[src/design/rrts_pkg.sv]
package rrts_pkg;

    localparam int MAX_TASKS = 16;
    localparam int IDX_W     = $clog2(MAX_TASKS);
    localparam int CNT_W     = $clog2(MAX_TASKS + 1);
    localparam int SUM_W     = IDX_W + 1;

    localparam int ID_W      = 16;
    localparam int BURST_W   = 16;
    localparam int QUANT_W   = 8;
    localparam int STATUS_W  = 3;
    localparam int LEFT_W    = 5;
    localparam int FUNC_W    = 2;

    localparam logic [QUANT_W-1:0] QUANTUM_RST = QUANT_W'(10);

    typedef logic [IDX_W-1:0] t_idx;
    typedef logic [CNT_W-1:0] t_cnt;

    typedef struct packed {
        logic [ID_W-1:0]    id;
        logic [BURST_W-1:0] burst;
    } t_entry;

    typedef enum logic [FUNC_W-1:0] {
        FUNC_ADD    = 2'd0,
        FUNC_RUN    = 2'd1,
        FUNC_REMOVE = 2'd2
    } t_func;

    typedef enum logic [STATUS_W-1:0] {
        ST_OK         = 3'd0,
        ST_FULL       = 3'd1,
        ST_ZERO_BURST = 3'd2,
        ST_EMPTY      = 3'd3,
        ST_NOT_FOUND  = 3'd4
    } t_status;

    typedef enum logic [2:0] {
        S_IDLE,
        S_RUN,
        S_SCAN,
        S_SHIFT,
        S_RESP
    } t_state;

    // ring slot of the entry at offset rel from the head; rel never exceeds MAX_TASKS
    function automatic t_idx slot_at(t_idx head, t_cnt rel);
        logic [SUM_W-1:0] sum;
        sum = {1'b0, head} + SUM_W'(rel);
        if (sum >= SUM_W'(MAX_TASKS)) begin
            sum = sum - SUM_W'(MAX_TASKS);
        end
        return sum[IDX_W-1:0];
    endfunction

endpackage

[src/design/rrts_ram.sv]
module rrts_ram #(
    parameter int WIDTH = 32,
    parameter int DEPTH = 16,
    parameter int AW    = (DEPTH > 1) ? $clog2(DEPTH) : 1
) (
    input  logic             i_clk,
    input  logic             i_we,
    input  logic [AW-1:0]    i_waddr,
    input  logic [WIDTH-1:0] i_wdata,
    input  logic [AW-1:0]    i_raddr,
    output logic [WIDTH-1:0] o_rdata
);

    logic [WIDTH-1:0] r_mem [DEPTH];
    logic [WIDTH-1:0] r_rdata;

    always_ff @(posedge i_clk) begin
        if (i_we) begin
            r_mem[i_waddr] <= i_wdata;
        end
        r_rdata <= r_mem[i_raddr];
    end

    assign o_rdata = r_rdata;

endmodule

[src/design/round_robin_task_scheduler.sv]
// Channel   Dir  Handshake              Payload
// s         in   i_s_tvalid/o_s_tready  tuser: func; tdata: task_burst, task_id
// m         out  o_m_tvalid/i_m_tready  tuser: status; tdata: served_id, slice,
//                                       finished, tasks_left
// cfg       in   i_cfg_we               i_cfg_wdata: quantum
//
// Add, unused code and empty-table items go from idle straight to the response state;
// a run slice reads its entry first. Remove scans and a drop behind the head compacts, one
// entry per cycle each, MAX_TASKS entries at most together, as the task table RAM
// has a single read port.
// Reset is synchronous and active low; the table contents are not cleared.
// A result waits in the output register while the next transaction is taken.
module round_robin_task_scheduler (
    input  logic        i_clk,
    input  logic        i_rst_n,
    input  logic        i_s_tvalid,
    output logic        o_s_tready,
    input  logic [31:0] i_s_tdata,   // [15:0] task_burst, [31:16] task_id
    input  logic [1:0]  i_s_tuser,   // [1:0] func
    output logic        o_m_tvalid,
    input  logic        i_m_tready,
    output logic [31:0] o_m_tdata,   // [15:0] served_id, [23:16] slice_length,
                                     // [24] finished, [29:25] tasks_left, rest zero
    output logic [2:0]  o_m_tuser,   // [2:0] status
    input  logic        i_cfg_we,
    input  logic [7:0]  i_cfg_wdata
);

    localparam int SUM_W = rrts_pkg::SUM_W;
    localparam int CNT_W = rrts_pkg::CNT_W;
    localparam int WIDE_W = rrts_pkg::CNT_W + rrts_pkg::LEFT_W;

    rrts_pkg::t_state               r_state, n_state;
    logic [rrts_pkg::QUANT_W-1:0]   r_quantum;
    rrts_pkg::t_idx                 r_head, n_head;
    rrts_pkg::t_idx                 r_cur, n_cur;
    rrts_pkg::t_cnt                 r_count, n_count;
    logic [rrts_pkg::ID_W-1:0]      r_next_id, n_next_id;
    logic [rrts_pkg::ID_W-1:0]      r_want, n_want;
    rrts_pkg::t_idx                 r_k, n_k;

    rrts_pkg::t_status              r_res_status, n_res_status;
    logic [rrts_pkg::ID_W-1:0]      r_res_served, n_res_served;
    logic [rrts_pkg::QUANT_W-1:0]   r_res_slice, n_res_slice;
    logic                           r_res_done, n_res_done;

    logic                           r_out_valid;
    rrts_pkg::t_status              r_out_status;
    logic [rrts_pkg::ID_W-1:0]      r_out_served;
    logic [rrts_pkg::QUANT_W-1:0]   r_out_slice;
    logic                           r_out_done;
    logic [rrts_pkg::LEFT_W-1:0]    r_out_left;

    logic                           s_acc;
    logic                           out_load;
    rrts_pkg::t_func                in_func;
    logic [rrts_pkg::BURST_W-1:0]   in_burst;
    logic [rrts_pkg::ID_W-1:0]      in_id;

    logic                           ram_we;
    rrts_pkg::t_idx                 ram_waddr, ram_raddr;
    rrts_pkg::t_entry               ram_wdata, ram_rdata;

    logic                           drop_go;
    rrts_pkg::t_idx                 drop_r;
    rrts_pkg::t_cnt                 drop_cnt;
    rrts_pkg::t_idx                 drop_cur;
    logic [WIDE_W-1:0]              count_wide;

    assign o_s_tready = (r_state == rrts_pkg::S_IDLE);
    assign s_acc      = i_s_tvalid && o_s_tready;
    assign in_func    = rrts_pkg::t_func'(i_s_tuser[1:0]);
    assign in_burst   = i_s_tdata[15:0];
    assign in_id      = i_s_tdata[31:16];
    assign out_load   = (r_state == rrts_pkg::S_RESP) && (!r_out_valid || i_m_tready);
    assign count_wide = WIDE_W'(r_count);

    rrts_ram #(
        .WIDTH ($bits(rrts_pkg::t_entry)),
        .DEPTH (rrts_pkg::MAX_TASKS)
    ) u_table (
        .i_clk   (i_clk),
        .i_we    (ram_we),
        .i_waddr (ram_waddr),
        .i_wdata (ram_wdata),
        .i_raddr (ram_raddr),
        .o_rdata (ram_rdata)
    );

    always_ff @(posedge i_clk) begin
        if (!i_rst_n) begin
            r_state     <= rrts_pkg::S_IDLE;
            r_quantum   <= rrts_pkg::QUANTUM_RST;
            r_head      <= '0;
            r_cur       <= '0;
            r_count     <= '0;
            r_next_id   <= '0;
            r_out_valid <= 1'b0;
        end else begin
            r_state   <= n_state;
            r_head    <= n_head;
            r_cur     <= n_cur;
            r_count   <= n_count;
            r_next_id <= n_next_id;
            if (i_cfg_we) begin
                r_quantum <= i_cfg_wdata;
            end
            if (out_load) begin
                r_out_valid <= 1'b1;
            end else if (i_m_tready) begin
                r_out_valid <= 1'b0;
            end
        end
    end

    always_ff @(posedge i_clk) begin
        r_want       <= n_want;
        r_k          <= n_k;
        r_res_status <= n_res_status;
        r_res_served <= n_res_served;
        r_res_slice  <= n_res_slice;
        r_res_done   <= n_res_done;
        if (out_load) begin
            r_out_status <= r_res_status;
            r_out_served <= r_res_served;
            r_out_slice  <= r_res_slice;
            r_out_done   <= r_res_done;
            r_out_left   <= count_wide[rrts_pkg::LEFT_W-1:0];
        end
    end

    always_comb begin
        n_state      = r_state;
        n_head       = r_head;
        n_cur        = r_cur;
        n_count      = r_count;
        n_next_id    = r_next_id;
        n_want       = r_want;
        n_k          = r_k;
        n_res_status = r_res_status;
        n_res_served = r_res_served;
        n_res_slice  = r_res_slice;
        n_res_done   = r_res_done;
        ram_we       = 1'b0;
        ram_waddr    = '0;
        ram_wdata    = '0;
        ram_raddr    = '0;
        drop_go      = 1'b0;
        drop_r       = '0;
        drop_cnt     = '0;
        drop_cur     = '0;

        case (r_state)
            rrts_pkg::S_IDLE: begin
                if (s_acc) begin
                    n_res_status = rrts_pkg::ST_OK;
                    n_res_served = '0;
                    n_res_slice  = '0;
                    n_res_done   = 1'b0;
                    n_state      = rrts_pkg::S_RESP;
                    case (in_func)
                        rrts_pkg::FUNC_ADD: begin
                            if (SUM_W'(r_count) >= SUM_W'(rrts_pkg::MAX_TASKS)) begin
                                n_res_status = rrts_pkg::ST_FULL;
                            end else if (in_burst == '0) begin
                                n_res_status = rrts_pkg::ST_ZERO_BURST;
                            end else begin
                                n_next_id    = r_next_id + 1'b1;
                                ram_we       = 1'b1;
                                ram_waddr    = rrts_pkg::slot_at(r_head, r_count);
                                ram_wdata    = '{id: n_next_id, burst: in_burst};
                                n_count      = r_count + 1'b1;
                                n_res_served = n_next_id;
                            end
                        end
                        rrts_pkg::FUNC_RUN: begin
                            if (r_count == '0) begin
                                n_res_status = rrts_pkg::ST_EMPTY;
                            end else begin
                                ram_raddr = rrts_pkg::slot_at(r_head, CNT_W'(r_cur));
                                n_state   = rrts_pkg::S_RUN;
                            end
                        end
                        rrts_pkg::FUNC_REMOVE: begin
                            if (r_count == '0) begin
                                n_res_status = rrts_pkg::ST_EMPTY;
                            end else begin
                                n_res_served = in_id;
                                n_want       = in_id;
                                n_k          = '0;
                                ram_raddr    = r_head;
                                n_state      = rrts_pkg::S_SCAN;
                            end
                        end
                        default: begin
                        end
                    endcase
                end
            end
            rrts_pkg::S_RUN: begin
                n_res_served = ram_rdata.id;
                if (ram_rdata.burst > rrts_pkg::BURST_W'(r_quantum)) begin
                    n_res_slice = r_quantum;
                    ram_we      = 1'b1;
                    ram_waddr   = rrts_pkg::slot_at(r_head, CNT_W'(r_cur));
                    ram_wdata   = '{id: ram_rdata.id,
                                    burst: ram_rdata.burst - rrts_pkg::BURST_W'(r_quantum)};
                    if (SUM_W'(r_cur) + 1'b1 >= SUM_W'(r_count)) begin
                        n_cur = '0;
                    end else begin
                        n_cur = r_cur + 1'b1;
                    end
                    n_state = rrts_pkg::S_RESP;
                end else begin
                    n_res_slice = ram_rdata.burst[rrts_pkg::QUANT_W-1:0];
                    n_res_done  = 1'b1;
                    drop_go     = 1'b1;
                    drop_r      = r_cur;
                end
            end
            rrts_pkg::S_SCAN: begin
                // read data belongs to offset r_k; the next offset is fetched meanwhile
                if (ram_rdata.id == r_want) begin
                    drop_go = 1'b1;
                    drop_r  = r_k;
                end else if (SUM_W'(r_k) + 1'b1 < SUM_W'(r_count)) begin
                    ram_raddr = rrts_pkg::slot_at(r_head, CNT_W'(r_k) + 1'b1);
                    n_k       = r_k + 1'b1;
                end else begin
                    n_res_status = rrts_pkg::ST_NOT_FOUND;
                    n_state      = rrts_pkg::S_RESP;
                end
            end
            rrts_pkg::S_SHIFT: begin
                // r_count is already the reduced count here
                ram_we    = 1'b1;
                ram_waddr = rrts_pkg::slot_at(r_head, CNT_W'(r_k));
                ram_wdata = ram_rdata;
                ram_raddr = rrts_pkg::slot_at(r_head, CNT_W'(r_k) + CNT_W'(2));
                n_k       = r_k + 1'b1;
                if (SUM_W'(r_k) + 1'b1 >= SUM_W'(r_count)) begin
                    n_state = rrts_pkg::S_RESP;
                end
            end
            rrts_pkg::S_RESP: begin
                if (!r_out_valid || i_m_tready) begin
                    n_state = rrts_pkg::S_IDLE;
                end
            end
            default: begin
                n_state = rrts_pkg::S_IDLE;
            end
        endcase

        // take out the entry at offset drop_r; keep the turn on the task that followed it
        if (drop_go) begin
            drop_cnt = r_count - 1'b1;
            drop_cur = r_cur;
            if (drop_r == '0) begin
                if (r_cur != '0) begin
                    drop_cur = r_cur - 1'b1;
                end
            end else if (r_cur > drop_r) begin
                drop_cur = r_cur - 1'b1;
            end
            if (drop_cnt == '0 || SUM_W'(drop_cur) >= SUM_W'(drop_cnt)) begin
                drop_cur = '0;
            end
            n_count = drop_cnt;
            n_cur   = drop_cur;
            if (drop_r == '0) begin
                n_head  = rrts_pkg::slot_at(r_head, CNT_W'(1));
                n_state = rrts_pkg::S_RESP;
            end else if (SUM_W'(drop_r) < SUM_W'(drop_cnt)) begin
                ram_raddr = rrts_pkg::slot_at(r_head, CNT_W'(drop_r) + 1'b1);
                n_k       = drop_r;
                n_state   = rrts_pkg::S_SHIFT;
            end else begin
                n_state = rrts_pkg::S_RESP;
            end
        end
    end

    assign o_m_tvalid = r_out_valid;
    assign o_m_tuser  = r_out_status;
    assign o_m_tdata  = {2'b00, r_out_left, r_out_done, r_out_slice, r_out_served};

`ifndef SYNTHESIS
    a_count_bound: assert property (@(posedge i_clk) disable iff (!i_rst_n)
        SUM_W'(r_count) <= SUM_W'(rrts_pkg::MAX_TASKS))
        else $error("task count above table size");

    a_cur_empty: assert property (@(posedge i_clk) disable iff (!i_rst_n)
        (r_count == '0) |-> (r_cur == '0))
        else $error("current position not at head on empty table");

    a_cur_bound: assert property (@(posedge i_clk) disable iff (!i_rst_n)
        (r_count != '0) |-> (SUM_W'(r_cur) < SUM_W'(r_count)))
        else $error("current position outside occupied ring");

    a_shift_bound: assert property (@(posedge i_clk) disable iff (!i_rst_n)
        (r_state == rrts_pkg::S_SHIFT) |-> (SUM_W'(r_k) < SUM_W'(r_count)))
        else $error("compaction past end of ring");

    a_resp_loads: assert property (@(posedge i_clk) disable iff (!i_rst_n)
        out_load |=> (o_m_tvalid && r_state == rrts_pkg::S_IDLE))
        else $error("result not presented after response");
`endif

endmodule
[config.mk]
export PLATFORM = sky130hd
export DESIGN_NAME = round_robin_task_scheduler
export DESIGN_NICKNAME = d
export VERILOG_FILES = /design/src/design/rrts_pkg.sv /design/src/design/rrts_ram.sv /design/src/design/round_robin_task_scheduler.sv
export SDC_FILE = /design/constraint.sdc
export NUM_CORES = 1
export LEC_CHECK = 0
export BUFFER_PORTS_ARGS = -buffer_cell sky130_fd_sc_hd__buf_4
export CAP_MARGIN = 20
export CELL_PAD_IN_SITES_DETAIL_PLACEMENT = 1
export CELL_PAD_IN_SITES_GLOBAL_PLACEMENT = 1
export CORE_AREA = 2 2 268 270
export CTS_CLUSTER_SIZE = 30
export DETAILED_ROUTE_END_ITERATION = 6
export DIE_AREA = 0 0 270 272
export HOLD_SLACK_MARGIN = 0.15
export PLACE_DENSITY_LB_ADDON = 0.12
export SLEW_MARGIN = 20
export SYNTH_ARGS = -nofsm -noshare
export SYNTH_HDL_FRONTEND = slang
export SYNTH_HIERARCHICAL = 1
export SYNTH_SLANG_ARGS = --single-unit
[constraint.sdc]
create_clock -name i_clk -period 14.9 [get_ports i_clk]
set_clock_uncertainty 0.2 [all_clocks]
set_input_delay 0 -clock i_clk [delete_from_list [all_inputs] [get_ports i_clk]]
set_output_delay 0 -clock i_clk [all_outputs]
set_load 0.01 [all_outputs]
==> results of run 1 <==
-- final timing paths --
path | cells past startpoint | startpoint | slack (ns) | endpoint
setup / recovery | 19 | r_state[0] | 7.58 | u_table/o_rdata[9]
hold / removal | 4 | i_s_tdata[16] | 0.21 | r_res_served[0]
setup reg to reg | 19 | r_state[0] | 7.58 | u_table/o_rdata[9]
hold reg to reg | 0 | r_res_slice[5] | 0.22 | r_out_slice[5]
-- critical path: cells and delay by family, from the launching register on --
| kind | cells | cell delay (ns) |
|---|---|---|
| AO/OA/AOI/OAI | 7 | 1.80 |
| adder cells (fa/ha/maj) | 1 | 0.25 |
| buffers and inverters | 3 | 1.64 |
| flip-flops | 1 | 0.44 |
| multiplexers | 1 | 0.42 |
| AND/OR/NAND/NOR | 7 | 2.38 |
-- cell type report --
cell class                      count  share of cell area, %
Sequential cell                   666                   57.4
Multi-Input combinational cell    925                   25.2
Clock buffer                       93                   6.05
Timing Repair Buffer              232                   6.02
Tap cell                          950                   3.55
Clock inverter                     40                   1.26
Inverter                           43                  0.482
Antenna cell                        1                0.00747
-- state kept, by name (all words and copies together) (netlist names) --
register         cells
r_res_slice          8
r_cur                4
r_count              5
r_out_served        16
r_quantum            8
r_out_done           1
r_want              16
r_out_left           5
r_res_status         3
u_table/o_rdata     32
r_res_served        16
o_m_tuser            3
u_table/r_mem      512
o_m_tvalid           1
r_res_done           1
r_out_slice          8
r_next_id           16
r_k                  4
r_state              3
r_head               4
-- metal layers --
metal / up-vias / share of wire (%)
met5: - / 0
met4: 0 / 2.2
met3: 111 / 4.8
met2: 425 / 49
met1: 8761 / 44
li1: 7202 / -
-- cell usage in the layout, fill, tap and decap left out, types with 6 or more instances in the layout --
cell           synthesis  routed
clkinv_2               0      14
ha_1                  58      58
mux2i_1               11      11
dfxtp_1               77      77
o211ai_1               7       7
nor3_1                14      10
nand4_1                8       8
nor4_1                 9       9
clkinv_1               0       8
fa_1                   7       7
buf_4                 15     133
xnor2_1               40      40
inv_1                 39      39
xor2_1                33      33
or3_1                 10      10
a21o_1                12      12
mux4_2               128     128
nand3_1               27      27
clkbuf_8               0       6
dlygate4sd3_1          0      96
nand2b_1              10      10
a21boi_0               6       6
clkbuf_16              0      76
nor3_2                 2       6
nand2_1              142     141
o21a_1                 9       9
o21ai_0               64      63
and3_1                 7       7
nor2_4                 1      15
edfxtp_1             589     589
and2_1                18      17
nor2_1                52      38
a211oi_1               7       7
clkbuf_1              45      11
a22oi_1               83      83
a21oi_1               53      53
nor2b_1               24      22
-- repair_timing --
item,in CTS,in global routing
resized for setup,0,0
endpoints found under the hold margin,375,0
hold buffers,96,0
-- power groups by stage --
stage | clock network (uW) | logic (uW) | registers (uW)
floorplan | 0 | 548 | 2360
CTS | 1870 | 881 | 2370
global placement | 0 | 839 | 2400
global route | 1940 | 961 | 2380
detailed placement | 0 | 855 | 2410
finish | 1820 | 880 | 2370
-- logic make-up (layout without fill, tap and decap cells) --
family / Yosys count / after routing / synth area share [%]
flops: 666 / 666 / 68.5
simple gates: 348 / 348 / 6.06
buf+inv: 129 / 408 / 2.04
mux: 141 / 141 / 10.8
other cells: 1 / 3 / 0.0134
fa+ha+maj: 65 / 65 / 3.09
xor+xnor: 73 / 73 / 2.28
compound gates: 296 / 296 / 7.24
-- through the flow --
| stage | util [%] | cells | instance area [sq um] |
|---|---|---|---|
| 6_report | 47.3 | 2950 | 33500 |
| 5_1_grt | 47.3 | 2949 | 33500 |
| 4_1_cts | 47.3 | 2947 | 33400 |
| 3_5_place_dp | 42.5 | 2718 | 30000 |
| 3_3_place_gp | 42.4 | 2718 | 30000 |
| 2_1_floorplan | - | 1720 | 28100 |
==> metrics, run 1 <==
CP Cell Sequence nor2b_1, nand2_1, inv_2, and3_1, and2_1, a22oi_1, inv_1, ha_1, o21a_1, o21a_1, o21ai_0, o32ai_1, a311oi_4, nand2_1, nand2_4, buf_4, mux4_2, a22oi_1, nand2_1; GR Util All Layers 21.4%; CP peak stage delay 0.88 ns; Detailed Place HPWL 45.7 mm; met3 usage 3.08%; register area share after synthesis 68.5%; post-synthesis cell area ~28,000 sq um; Flop pwr share between 40% and 50%; clock sinks approximately 670; RePlAce Congestion 0.855; EDFF count, synth 589; RSZ-0062 raised after global routing false; Crit Path Category reg -> reg; fin nets 2,054; Via density 5.59; leak pwr about 0.011 uW; first-pass GRT wire length 117 mm; routing usage on met1 29.7%; Iter 0 DRT Violations around 1,400; minimum clock period 7.32 ns; Final ANT Viol Nets 0; pwr dens 152 nW/um^2; Max-Slew Margin vs Limit between 20% and 30%; met2 Use GR a little over a third; post-synth top area share 63.0%; worst hold slack 0.215 ns; final wirelength 78.4 mm; FF+latch area 19,200 sq um; type of the worst min-delay path in -> reg; DRC Markers 0; worst skew pair latency 0.62 ns; multi-input logic area 8440 sq um; H-tree depth reported by CTS 3; vias in the first global route 17,551; routed len/inst 26.6 um; fmax 137 MHz; clock slew at reported path FFs 0.06 ns; ys flop type edfxtp_1; Root Buffer Master clkbuf_16; setup TNS 0 ns; VDD IR-drop max approximately 80 uV; Syn Area/Cell 16.3 sq um; Initial Utilization just under 40%; Port-buffer cells 81; Max-Cap Viols 0; Setup violations, final 0; Setup crit start kind flop; Slew Limit Fails 0; core footprint 70,800 sq um; element type at the critical path end flop; # fillers a little under 7,000; final hold violation count 0; top post-synthesis cells by count edfxtp_1, nand2_1, mux4_2; total CTS buffers 74; Top-Level Pins 84; largest net degree at the start of global routing 94; CP Max Fanout 66; Net Sw Frac 27.6%; top cell type by total area after synthesis edfxtp_1; Crit-path slowest cell buf_4; Die ar. about 73,000 sq um; Max Root-Sink Buffers 3; Clock power frac approximately 36%; top post-synthesis cells by area edfxtp_1, mux4_2, dfxtp_1; initial antenna violation count 1; power consumption about 5000 uW; most numerous cell on the critical path nand2_1; Post CTS Setup Buffer Count 0; status finished clean; die width around 270 um; Synth Warn # 6; Worst Path Required approximately 15 ns; share of post-route cells with drive strength above 1 21.4%; Psw 1400 uW; internal power 3670 uW; P&R area growth vs syn 19.3%; flops & latches, synth ~670; gr busiest metal met2; row count 98; Die Ht 272 um; Tcrit/Tclk final 49.2%; Combinational Power Share between 10% and 20%; DR pass1 iterations 5; dpl ws between 7 and 8 ns; GRT overflow 0; count of cell types in the netlist 80; CTS tree built; Least-Margin Pin Slew roughly 1.1 ns; most frequent cell after synthesis edfxtp_1; min setup slack post-route 7.58 ns; CP arrival 7.62 ns; ys async rst share 0%; DR vias 16,499; Mapped Cells around 1,700
No activity file was read; power rests on OpenSTA's default activity.
==> run 2: changes to the inputs <==
--- a/config.mk
+++ b/config.mk
@@ -5,14 +5,15 @@
 export SDC_FILE = /design/constraint.sdc
 export NUM_CORES = 1
 export LEC_CHECK = 0
+export ABC_AREA = 1
 export BUFFER_PORTS_ARGS = -buffer_cell sky130_fd_sc_hd__buf_4
 export CAP_MARGIN = 20
 export CELL_PAD_IN_SITES_DETAIL_PLACEMENT = 1
 export CELL_PAD_IN_SITES_GLOBAL_PLACEMENT = 1
-export CORE_AREA = 2 2 268 270
+export CORE_AREA = 2 2 282 284
 export CTS_CLUSTER_SIZE = 30
 export DETAILED_ROUTE_END_ITERATION = 6
-export DIE_AREA = 0 0 270 272
+export DIE_AREA = 0 0 284 286
 export HOLD_SLACK_MARGIN = 0.15
 export PLACE_DENSITY_LB_ADDON = 0.12
 export SLEW_MARGIN = 20
==> constraint.sdc (replaced) <==
create_clock -name i_clk -period 6.6 [get_ports i_clk]
set_clock_uncertainty 0.2 [all_clocks]
set_input_delay 0 -clock i_clk [delete_from_list [all_inputs] [get_ports i_clk]]
set_output_delay 0 -clock i_clk [all_outputs]
set_load 0.01 [all_outputs]
==> run 2 against run 1 <==
First-iteration DRC count grew 20%. Core utilization shrank 1.1 points. Total power is 110% higher. Wire length grew 24%. Maximum frequency increased by 35%. Sequential power grew 110%. Clock power increased by 130%. Die area increased by 11%. Design area grew 8.2%. Worst hold slack lost 0.041 ns. Combinational power increased by 65%. Critical path depth increased by 6. Critical endpoint is now u_table/o_rdata[16]. Largest cell class unchanged. Largest power group unchanged. Highest routed layer unchanged.
==> metrics, run 2 <==
largest net degree at the start of global routing 163 (+73%); Max-Slew Margin vs Limit 25.7% (-3.6 points); Setup crit start kind flop; Worst Path Required 6.82 ns (-8.38 ns); Clock power frac 39.1% (+3.2 points); Finished Layout Cells 4,423 (+50%); worst skew pair latency 0.62 ns (about the same); Post CTS Setup Buffer Count 0 (unchanged); EDFF count, synth 589 (unchanged); P&R area growth vs syn 16.7%; Combinational Power Share 13.6% (-3.7 points); post-synthesis cell area 31,100 sq um (+11%); row count 103 (+5.1%); worst hold slack 0.173 ns (-0.0415 ns); Max Root-Sink Buffers 3 (unchanged); dpl ws 1.39 ns (-6.11 ns); Flop pwr share 47.3% (+0.6 points); top post-synthesis cells by area edfxtp_1, nand2_1, nand3_1; register name with the most flops u_table/r_mem; initial antenna violation count 1 (unchanged); most frequent cell after synthesis nand2_1; H-tree depth reported by CTS 3 (unchanged); min setup slack post-route 1.19 ns (-6.38 ns); CTS resizes 0 (unchanged); DRC Markers 0 (unchanged); final wirelength 97.0 mm (+24%); commonest cells after routing, fill and taps aside nand2_1, edfxtp_1, inv_1, nand3_1, buf_4; status finished clean; Tcrit/Tclk final 81.9% (+33 points); VDD IR-drop max 201 uV (+150%); clock sinks 666 (unchanged); share of post-route cells with drive strength above 1 9.58% (-12 points); Via density 5.17 (-7.6%); power consumption 10,700 uW (+110%); CP Max Fanout 162 (+150%); routed len/inst 21.9 um (-18%); Top-Level Pins 84 (unchanged); post-synth top area share 56.9% (-6.1 points); Least-Margin Pin Slew 1.11 ns (+0.0538 ns); minimum clock period 5.41 ns (-1.92 ns); RePlAce Congestion 0.878 (+2.7%); leak pwr 0.0153 uW (+35%); number of flip-flops in the largest register 512 (unchanged); DR pass1 iterations 5 (unchanged); ys async rst share 0% (unchanged); element type at the critical path end flop; top post-synthesis cells by count nand2_1, edfxtp_1, inv_1; setup TNS 0 ns (unchanged); first-pass GRT wire length 147 mm (+26%); GRT overflow 0 (unchanged); fmax 185 MHz (+35%); final hold violation count 0 (unchanged); ys flop type edfxtp_1; Detailed Place HPWL 55.3 mm (+21%); top cell type by total area after synthesis edfxtp_1; total CTS buffers 76 (+2.7%); Setup violations, final 0 (unchanged); Max-Cap Viols 0 (unchanged); die width 284 um (+5.2%); fin nets 3,423 (+67%); Final ANT Viol Nets 0 (unchanged); clock slew at reported path FFs 0.05 ns (about the same); DR vias 22,851 (+38%); count of cell types in the netlist 63 (-21%); Synth Warn # 6 (unchanged); CP arrival 5.62 ns (-2.00 ns); flops & latches, synth 666 (unchanged); Port-buffer cells 81 (unchanged); Iter 0 DRT Violations 1,638 (+20%); register area share after synthesis 61.9% (-6.6 points); Placed Cells 4,192 (+54%); Crit Path Category reg -> reg; core footprint 78,400 sq um (+11%); Slew Limit Fails 0 (unchanged); Mapped Cells 3,138 (+83%); vias in the first global route 23,776 (+35%); Psw 2860 uW (+100%); most common cell after layout, fill and taps aside nand2_1; type of the worst min-delay path in -> reg; GR Util All Layers 23.8% (+2.4 points); Initial Utilization 39.6% (about the same); Root Buffer Master clkbuf_16; Net Sw Frac 26.7% (-0.92 points); Die Ht 286 um (+5.1%); CTS tree built; RSZ-0062 raised after global routing false; Syn Area/Cell 9.90 sq um (-39%); Die ar. 81,200 sq um (+11%); pwr dens 295 nW/um^2 (+95%); internal power 7840 uW (+110%)
[run 2: cell types whose count changed in the layout (fill, tap and decap cells not counted), sizes merged, moves of 13 or more]
cell and change:
and2 -13, a22oi -78, xnor2 -28, nor2 +38, nand2 +762, a21oi +19, nor2b -24, mux4 -128
nand3 +421, inv +474
[run 2: metal layers]
metal	track usage, %	part of all wire, %	vias to the layer above
li1	-	-	10640
met1	32.0	45	11558
met5	0	0	-
met3	3.12	4.3	152
met2	40.0	48	501
met4	7.89	2.8	0
[run 2: cell families (layout without fill, tap and decap cells)]
group | Yosys count | in the layout | synth area share, %
compound gates | 204 | 204 | 3.94
xor+xnor | 48 | 48 | 1.35
fa+ha+maj | 65 | 65 | 2.79
buf+inv | 656 | 889 | 9.12
flops | 666 | 666 | 61.9
mux | 1 | 1 | 0.0322
other cells | 1 | 3 | 0.0121
simple gates | 1497 | 1497 | 20.8
[run 2: worst paths after layout]
path / start / end / slack (ns) / cells past startpoint
min: i_s_tdata[27] / r_res_served[11] / 0.17 / 6
max reg2reg: u_table/o_rdata[0] / u_table/o_rdata[16] / 1.19 / 25
min reg2reg: r_res_served[10] / r_out_served[10] / 0.22 / 0
max: u_table/o_rdata[0] / u_table/o_rdata[16] / 1.19 / 25
[run 2: power groups by stage]
stage / sequential [uW] / clock [uW] / combinational [uW]
after floorplan: 5110 / 0 / 864
after global placement: 5150 / 0 / 1340
after detailed placement: 5150 / 0 / 1400
after CTS: 5060 / 4280 / 1450
after global routing: 5080 / 4430 / 1620
final: 5060 / 4190 / 1450
[run 2: through the flow]
step	area (sq um)	util (%)
2_1_floorplan	31100	-
4_1_cts	36200	46.2
3_5_place_dp	32900	41.9
3_3_place_gp	32800	41.9
5_1_grt	36200	46.3
6_report	36200	46.3
[run 2: layout make-up]
| cell class | count | area (sq um) |
|---|---|---|
| clock inverter | 36 | 354 |
| multi-input combinational | 1817 | 9210 |
| clock buffer | 103 | 2090 |
| antenna | 1 | 2.50 |
| fill | 8772 | 42100 |
| sequential | 666 | 19200 |
| tap | 1050 | 1310 |
| inverter | 524 | 1980 |
| timing repair buffer | 226 | 2070 |
[run 2: critical path, stage by stage, from the launching register on]
cell,delay [ns]
dfxtp_1,0.30
inv_1,0.15
ha_1,0.24
inv_1,0.07
fa_1,0.40
nand2_1,0.11
nand2_1,0.10
nand3_2,0.13
nand3_2,0.10
nand2_4,0.22
nand3_2,0.12
nand2_4,0.17
ha_1,0.27
a21oi_1,0.16
nor2_1,0.06
nor2_1,0.09
nor2_1,0.07
a21oi_4,0.22
nand2_4,0.21
o21bai_4,0.29
buf_12,0.48
nand2_1,0.14
nand3_1,0.14
nand3_1,0.10
nand3_1,0.11
nand2_1,0.23
[run 2: what timing repair did]
action | 4_1_cts | 5_1_grt
hold endpoints to repair | 324 | 32
endpoints found under the setup margin | 0 | 0
hold buffers | 89 | 2
